### src/hw/rtl/gbn_pkg.sv
// ----------------------------------------------------------------------------
// gbn_pkg
// Shared types, codes and helpers of the go-back-n sender.
// ----------------------------------------------------------------------------
package gbn_pkg;

  localparam int QUEUE_DEPTH_DEF = 64;
  localparam int WINDOW_MAX_DEF  = 32;
  localparam int SEQ_BITS_DEF    = 16;

  localparam int MAX_MSG    = 32;
  localparam int CFG_IDX_W  = 4;
  localparam int CFG_DATA_W = 16;

  localparam logic [CFG_IDX_W-1:0] CFG_WINDOW_SIZE    = 4'd0;
  localparam logic [CFG_IDX_W-1:0] CFG_TIMEOUT_PERIOD = 4'd1;

  localparam logic [5:0]  WINDOW_SIZE_RST    = 6'd8;
  localparam logic [15:0] TIMEOUT_PERIOD_RST = 16'd20;

  typedef enum logic [1:0] {
    IN_MSG     = 2'd0,
    IN_ACK     = 2'd1,
    IN_TIMEOUT = 2'd2,
    IN_NONE    = 2'd3
  } in_kind_t;

  typedef enum logic [1:0] {
    RES_SEND  = 2'd0,
    RES_START = 2'd1,
    RES_STOP  = 2'd2,
    RES_DROP  = 2'd3
  } res_kind_t;

  typedef enum logic [1:0] {
    SRC_IN,
    SRC_FIFO,
    SRC_WIN
  } src_t;

  typedef enum logic [3:0] {
    S_IDLE,
    S_DECIDE,
    S_MSG_START,
    S_MSG_SEND,
    S_DROP,
    S_ACK_STOP,
    S_ACK_START,
    S_TO_START,
    S_RS_READ,
    S_RS_EMIT,
    S_DR_READ,
    S_DR_START,
    S_DR_SEND
  } state_t;

  typedef struct packed {
    logic [1:0]  kind;
    logic [7:0]  length;
    logic [63:0] payload_word0;
    logic [63:0] payload_word1;
    logic [63:0] payload_word2;
    logic [63:0] payload_word3;
    logic [15:0] seq_number;
    logic [15:0] ack_number;
    logic [31:0] checksum;
  } in_item_t;

  typedef struct packed {
    logic [1:0]  kind_res;
    logic [15:0] packet_seq;
    logic [5:0]  packet_length;
    logic [63:0] out_word0;
    logic [63:0] out_word1;
    logic [63:0] out_word2;
    logic [63:0] out_word3;
    logic [31:0] packet_checksum;
    logic [15:0] timer_duration;
    logic        last;
  } out_item_t;

  // stored packet: clipped payload, length and byte sum
  typedef struct packed {
    logic [255:0] words;
    logic [5:0]   len;
    logic [12:0]  bsum;
  } pkt_t;

  localparam int PKT_W = $bits(pkt_t);

  typedef struct packed {
    logic      cap;
    logic      ack_upd;
    logic      fifo_push;
    logic      fifo_pop;
    logic      win_rd;
    logic      k_inc;
    logic      commit;
    logic      emit;
    res_kind_t emit_kind;
    src_t      src;
    logic      last;
  } ctl_cmd_t;

  typedef struct packed {
    in_kind_t kind;
    logic     room;
    logic     base_eq_next;
    logic     fifo_full;
    logic     ack_ok;
    logic     drain_ok;
    logic     drain_more;
    logic     inflight_zero;
    logic     rs_last;
    logic     out_free;
  } dp_status_t;

  function automatic logic [255:0] clip_bytes(input logic [255:0] w, input logic [5:0] len);
    logic [255:0] r;
    for (int i = 0; i < MAX_MSG; i++) begin
      r[8*i +: 8] = (6'(i) < len) ? w[8*i +: 8] : 8'h00;
    end
    return r;
  endfunction

  // adder tree over the 32 payload bytes
  function automatic logic [12:0] byte_sum(input logic [255:0] w);
    logic [8:0]  l1 [16];
    logic [9:0]  l2 [8];
    logic [10:0] l3 [4];
    logic [11:0] l4 [2];
    for (int i = 0; i < 16; i++) begin
      l1[i] = 9'(w[16*i +: 8]) + 9'(w[16*i+8 +: 8]);
    end
    for (int i = 0; i < 8; i++) begin
      l2[i] = 10'(l1[2*i]) + 10'(l1[2*i+1]);
    end
    for (int i = 0; i < 4; i++) begin
      l3[i] = 11'(l2[2*i]) + 11'(l2[2*i+1]);
    end
    for (int i = 0; i < 2; i++) begin
      l4[i] = 12'(l3[2*i]) + 12'(l3[2*i+1]);
    end
    return 13'(l4[0]) + 13'(l4[1]);
  endfunction

endpackage

### src/hw/rtl/gbn_ctrl.sv
// ----------------------------------------------------------------------------
// gbn_ctrl
// Sequencer of the go-back-n sender: one input item at a time.
// ----------------------------------------------------------------------------
module gbn_ctrl (
  input  logic                clk,
  input  logic                rst_n,
  input  logic                in_valid,
  output logic                in_ready,
  input  gbn_pkg::dp_status_t status,
  output gbn_pkg::ctl_cmd_t   cmd
);
  import gbn_pkg::*;

  state_t state_r, state_nxt;

  always_ff @(posedge clk) begin
    if (!rst_n) begin
      state_r <= S_IDLE;
    end else begin
      state_r <= state_nxt;
    end
  end

  always_comb begin
    state_nxt     = state_r;
    in_ready      = 1'b0;
    cmd           = '0;
    cmd.emit_kind = RES_SEND;
    cmd.src       = SRC_IN;
    unique case (state_r)
      S_IDLE: begin
        in_ready = 1'b1;
        if (in_valid) begin
          cmd.cap   = 1'b1;
          state_nxt = S_DECIDE;
        end
      end
      S_DECIDE: begin
        unique case (status.kind)
          IN_MSG: begin
            if (status.room) begin
              state_nxt = status.base_eq_next ? S_MSG_START : S_MSG_SEND;
            end else if (status.fifo_full) begin
              state_nxt = S_DROP;
            end else begin
              cmd.fifo_push = 1'b1;
              state_nxt     = S_IDLE;
            end
          end
          IN_ACK: begin
            if (status.ack_ok) begin
              cmd.ack_upd = 1'b1;
              state_nxt   = S_ACK_STOP;
            end else begin
              state_nxt = S_IDLE;
            end
          end
          IN_TIMEOUT: state_nxt = S_TO_START;
          default:    state_nxt = S_IDLE;
        endcase
      end
      S_MSG_START: begin
        if (status.out_free) begin
          cmd.emit      = 1'b1;
          cmd.emit_kind = RES_START;
          state_nxt     = S_MSG_SEND;
        end
      end
      S_MSG_SEND: begin
        if (status.out_free) begin
          cmd.emit   = 1'b1;
          cmd.commit = 1'b1;
          cmd.last   = 1'b1;
          state_nxt  = S_IDLE;
        end
      end
      S_DROP: begin
        if (status.out_free) begin
          cmd.emit      = 1'b1;
          cmd.emit_kind = RES_DROP;
          cmd.last      = 1'b1;
          state_nxt     = S_IDLE;
        end
      end
      S_ACK_STOP: begin
        if (status.out_free) begin
          cmd.emit      = 1'b1;
          cmd.emit_kind = RES_STOP;
          cmd.last      = status.base_eq_next && !status.drain_ok;
          if (!status.base_eq_next) begin
            state_nxt = S_ACK_START;
          end else begin
            state_nxt = status.drain_ok ? S_DR_READ : S_IDLE;
          end
        end
      end
      S_ACK_START: begin
        if (status.out_free) begin
          cmd.emit      = 1'b1;
          cmd.emit_kind = RES_START;
          cmd.last      = !status.drain_ok;
          state_nxt     = status.drain_ok ? S_DR_READ : S_IDLE;
        end
      end
      S_TO_START: begin
        if (status.out_free) begin
          cmd.emit      = 1'b1;
          cmd.emit_kind = RES_START;
          cmd.last      = status.inflight_zero;
          state_nxt     = status.inflight_zero ? S_IDLE : S_RS_READ;
        end
      end
      S_RS_READ: begin
        cmd.win_rd = 1'b1;
        state_nxt  = S_RS_EMIT;
      end
      S_RS_EMIT: begin
        cmd.src = SRC_WIN;
        if (status.out_free) begin
          cmd.emit  = 1'b1;
          cmd.k_inc = 1'b1;
          cmd.last  = status.rs_last;
          state_nxt = status.rs_last ? S_IDLE : S_RS_READ;
        end
      end
      S_DR_READ: begin
        cmd.fifo_pop = 1'b1;
        state_nxt    = status.base_eq_next ? S_DR_START : S_DR_SEND;
      end
      S_DR_START: begin
        if (status.out_free) begin
          cmd.emit      = 1'b1;
          cmd.emit_kind = RES_START;
          state_nxt     = S_DR_SEND;
        end
      end
      S_DR_SEND: begin
        cmd.src = SRC_FIFO;
        if (status.out_free) begin
          cmd.emit   = 1'b1;
          cmd.commit = 1'b1;
          cmd.last   = !status.drain_more;
          state_nxt  = status.drain_more ? S_DR_READ : S_IDLE;
        end
      end
      default: state_nxt = S_IDLE;
    endcase
  end

endmodule

### config.mk
export PLATFORM = sky130hd
export DESIGN_NAME = gbn_ctrl
export DESIGN_NICKNAME = d
export VERILOG_FILES = /design/src/hw/rtl/gbn_pkg.sv /design/src/hw/rtl/gbn_ctrl.sv
export SDC_FILE = /design/constraint.sdc
export NUM_CORES = 1
export LEC_CHECK = 0
export BUFFER_PORTS_ARGS = -buffer_cell sky130_fd_sc_hd__buf_2
export CORE_UTILIZATION = 35
export DETAILED_ROUTE_END_ITERATION = 8
export GPL_TIMING_DRIVEN = 0
export PLACE_DENSITY = 0.61
export RECOVER_POWER = 50
export SKIP_LAST_GASP = 1
export SYNTH_ARGS = -nofsm -noshare
export SYNTH_HDL_FRONTEND = slang
export SYNTH_SLANG_ARGS = --single-unit
### constraint.sdc
create_clock -name clk -period 2 [get_ports clk]
set_input_delay 0.1 -clock clk [delete_from_list [all_inputs] [get_ports clk]]
set_output_delay 0.1 -clock clk [all_outputs]
set_load 0.01 [all_outputs]
# After elaboration in Yosys (flattened, before gate mapping)
# Index checks and enable logic that the tools add are counted.
[totals]
ff_bits = 4
latch_bits = 0
ramBits = 0
mem_bits_ro = 0
in_bits = 14
output_inout_bits = 14
elab_cells = 81
n_memories = 0
[classes]
n_addsub = 0
n_mul = 0
div_mod_pow = 0
n_lt_le_gt_ge = 0
eq_ne = 23
n_shift = 0
muxes = 48
n_bitwise = 0
n_reduce_logical = 9
[ops]
columns = ["cell", "n"]
rows = [
  ["$mux W4", 15],
  ["$pmux W4 S12", 1],
  ["$eq A4 B4 Y1 const B", 5],
  ["$mux W1", 19],
  ["$mux W3", 6],
  ["$eq A4 B3 Y1 const B", 4],
  ["$ne A2 B2 Y1 const B", 8],
  ["$pmux W4 S3", 1],
  ["$reduce_and A9 Y1", 1],
  ["$eq A4 B2 Y1 const B", 2],
  ["$pmux W1 S6", 1],
  ["$pmux W2 S3", 1],
  ["$pmux W1 S5", 1],
  ["$eq A4 B1 Y1 const B", 1],
  ["$logic_not A4 Y1", 1],
  ["$mux W2", 2],
  ["$pmux W2 S2", 1],
  ["$reduce_or A2 Y1", 2],
  ["$reduce_or A4 Y1", 1],
  ["$eq A2 B1 Y1 const B", 1],
  ["$eq A2 B2 Y1 const B", 1],
  ["$logic_not A1 Y1", 2],
  ["$logic_not A2 Y1", 1],
  ["$ne A2 B1 Y1 const B", 1],
  ["$logic_and A1 B1 Y1", 1],
]

# Depth between registers and ports, before layout
[logic_depth]
ltp_word = 4
ltp_mapped = 6
ltp_nobuf = 5

# Least setup slack after synthesis
# OpenSTA, ideal clock, no wires.
[synth_path]
kind = "reg2out"
from = "register state_r[2]"
to = "output port cmd[12] (netlist name)"
arrival_ps = 1386
t_required_ps = 1900
path_slack_ps = 514
stages_incl_launch_ff = 5
n_path_buf = 2
cell_sequence = "dfxtp_1 > buf_2 > buf_2 > nor4_1 > and2_1"
[synth_lines]
columns = ["item", "line", "rtl"]
rows = [
  ["start: declaration", "gbn_ctrl.sv:15", "state_t state_r, state_nxt;"],
  ["start signal: assignment", "gbn_ctrl.sv:21", "state_r <= state_nxt;"],
  ["end: declaration", "gbn_ctrl.sv:11", "output gbn_pkg::ctl_cmd_t cmd"],
]

==> flow_summary.yaml <==
run_status:
  outcome: "finished clean"
hold_path:
  hold_end: "state_r[2]"
  hold_depth: 2
  min_from: "rst_n"
  min_path_type: "primary input to flip-flop"
timing:
  worst_pin_slew_ns: 0.307
  finalClockSkew_ns: 0.00576
  fin_crit_ns: 1.76
  hold_viol_final: 0
  setup_ws_ns: 0.242
  slew_violations: 0
  min_period_over_period_pct: 87.9
  fin_hold_ws_ns: 0.123
  finalSetupViolCount: 0
  rsz0062_at_grt: "no"
  slew_headroom_pct: 79.4
  fmax_ghz: 0.569
  finalSetupTns_ns: 0
setup_path:
  cp-end-kind: "primary output"
  required_ns: 1.90
  reg2reg_depth: 6
  reg2reg_to: "state_r[0]"
  reg2reg_slack_ns: 0.45
  worst-setup-path-type: "flip-flop to primary output"
  r2r_start: "state_r[0]"
  cp.arrival_ns: 1.66
  crit_fanout: 10
  worstSetupStartpointType: "flip-flop"
global_routing:
  gr-total-overflow: 0
  grt_pass1_wl_um: 3350
  grtUsageMet3_pct: 2.38
  grtUsageTotal_pct: 21.1
  grt_pass1_vias: 788
  grt_use_met2_pct: 36.9
  gr-usage-met1_pct: 28.6
  antenna_found_initial: 0
  top_usage_layer: "met2"
  grt_max_degree: 11
clocking:
  clkLatencyLatePin_ns: 0.24
  htreeDepth: 1
  post_cts_resized: 0
  clock_path_buffers: 2
  postCtsSetupBuffers: 0
  cts_tree: "built"
  clk_pin_slew_ns: 0.04
  clock-sinks: 4
  cts_buffers: 3
  clockRootBuffer: "clkbuf_4"
  hold_buffers: 0
power_and_ir_drop:
  total_leakage_power_nw: 0.380
  peakVddDrop_mv: 0.195
  p_total_mw: 0.411
  cellPowerDensity_mw_per_mm2: 482
die:
  die_x_um: 45.8
  die_y_um: 45.8
  dieArea_mm2: 0.00210
  ioPinCount: 28
  placementRows: 15
  core_mm2: 0.00176
  initial_core_util_pct: 38.1
run:
  cap_violations: 0
detailed_routing:
  drt_pass1_iterations: 4
  via_per_inst: 5.42
  routedWlPerCell_um: 11.9
  initialDrtViolationCount: 20
  final_antenna_net_count: 0
  wirelength_um: 1950
  vias: 883
  post-route-drc-count: 0
finish:
  fill_cells: 208
  reg_top3: "state_r: 4 flops"
  largest_register: "state_r"
  antennaDiodeCount: 0
  nets: 154
  largest_register_ffs: 4
  drive_above_1_share_pct: 26.1
  instances_no_fill: 163
  fin_util_pct: 48.4
  finalInstanceArea_um2: 853
  area_delta_synth_final_pct: 27.0
logic_synthesis:
  yosysMostFrequentCell: "nor2_1"
  postSynthCellCount: 108
  syn_area_per_cell_um2: 6.22
  yosysUniqueCellTypes: 36
  synth_top_area_cell: "dfxtp_1"
  ys_ff_latch: 4
  synth_area_leaders: "dfxtp_1 12%, nor2_1 8.9%, nor2b_1 6.5%"
  syn_area_um2: 672
  ys_seq_area_share_pct: 11.9
  async_reset_ff_share_pct: 0
  synth_top_cells_by_count: "16 x nor2_1, 8 x nand2_1, 7 x buf_2, 7 x nor2b_1"
  ys.flop_type: "dfxtp_1"
  yosysTopAreaCellShare_pct: 11.9
  yosysWarnings: 0
  syn-num-nets: 122
  synth_edf_count: 0
placement:
  place_congestion: 0.869
  io_buffers: 27
  pre_cts_ws_ns: 0.504
  placed_cells: 160
  dpl_cell_area_um2: 838
  hpwl_um: 1450
==> layout by cell type (no fill, tap or decap), drive strengths merged, types with 2 or more instances in the layout <==
| cell | count |
|---|---|
| a211o | 2 |
| a211oi | 3 |
| a21oi | 7 |
| a31oi | 2 |
| and2 | 3 |
| buf | 32 |
| clkbuf | 6 |
| dfxtp | 4 |
| inv | 6 |
| nand2 | 8 |
| nand2b | 5 |
| nor2 | 16 |
| nor2b | 7 |
| nor3 | 6 |
| nor4 | 2 |
| o21ai | 9 |
| o22ai | 3 |
==> final cells by class <==
type                       count  area (um2)  area share (%)
buffer                         8        42.5            4.99
clock buffer                   3        22.5            2.64
inverter                       6        22.5            2.64
multi-input combinational     90         523            61.3
sequential                     4        80.1            9.38
tap                           25        31.3            3.67
timing repair buffer          27         131            15.4
==> kinds of logic after synthesis <==
| family | count (synthesis) | synth area share [%] |
|---|---|---|
| simple gates | 56 | 45.3 |
| compound gates | 33 | 31.7 |
| buf+inv | 14 | 9.68 |
| flops | 4 | 11.9 |
| mux | 1 | 1.49 |
==> routing by layer <==
layer	wire, um	vias to the layer above
li1	-	454
met1	945	392
met2	880	35
met3	109	2
met4	10	0
met5	0	-
==> report_power, final <==
group | leakage (nW) | internal (mW) | switching (mW) | total [mW]
combinational | 0.333 | 0.0925 | 0.126 | 0.218
clock | 0.0138 | 0.0671 | 0.0335 | 0.101
sequential | 0.0326 | 0.0876 | 0.00455 | 0.0921
total | 0.380 | 0.247 | 0.164 | 0.411
==> worst max path at each step <==
stage	from	to	slack [ns]	cells past startpoint
2_1_floorplan	state_r[2]	cmd[12]	0.51	4
3_3_place_gp	state_r[0]	state_r[0]	0.51	6
3_5_place_dp	state_r[2]	cmd[0]	0.50	7
4_1_cts	state_r[2]	cmd[0]	0.24	7
5_1_grt	state_r[2]	cmd[0]	0.11	7
6_report	state_r[0]	cmd[10]	0.24	4
==> critical path: stages, from the launching register on <==
cell	delay, ns
dfxtp_1	0.29
buf_4	0.15
or4b_1	0.54
nor4b_1	0.26
buf_2	0.18
Note: power is estimated with default switching activity, not from simulation.
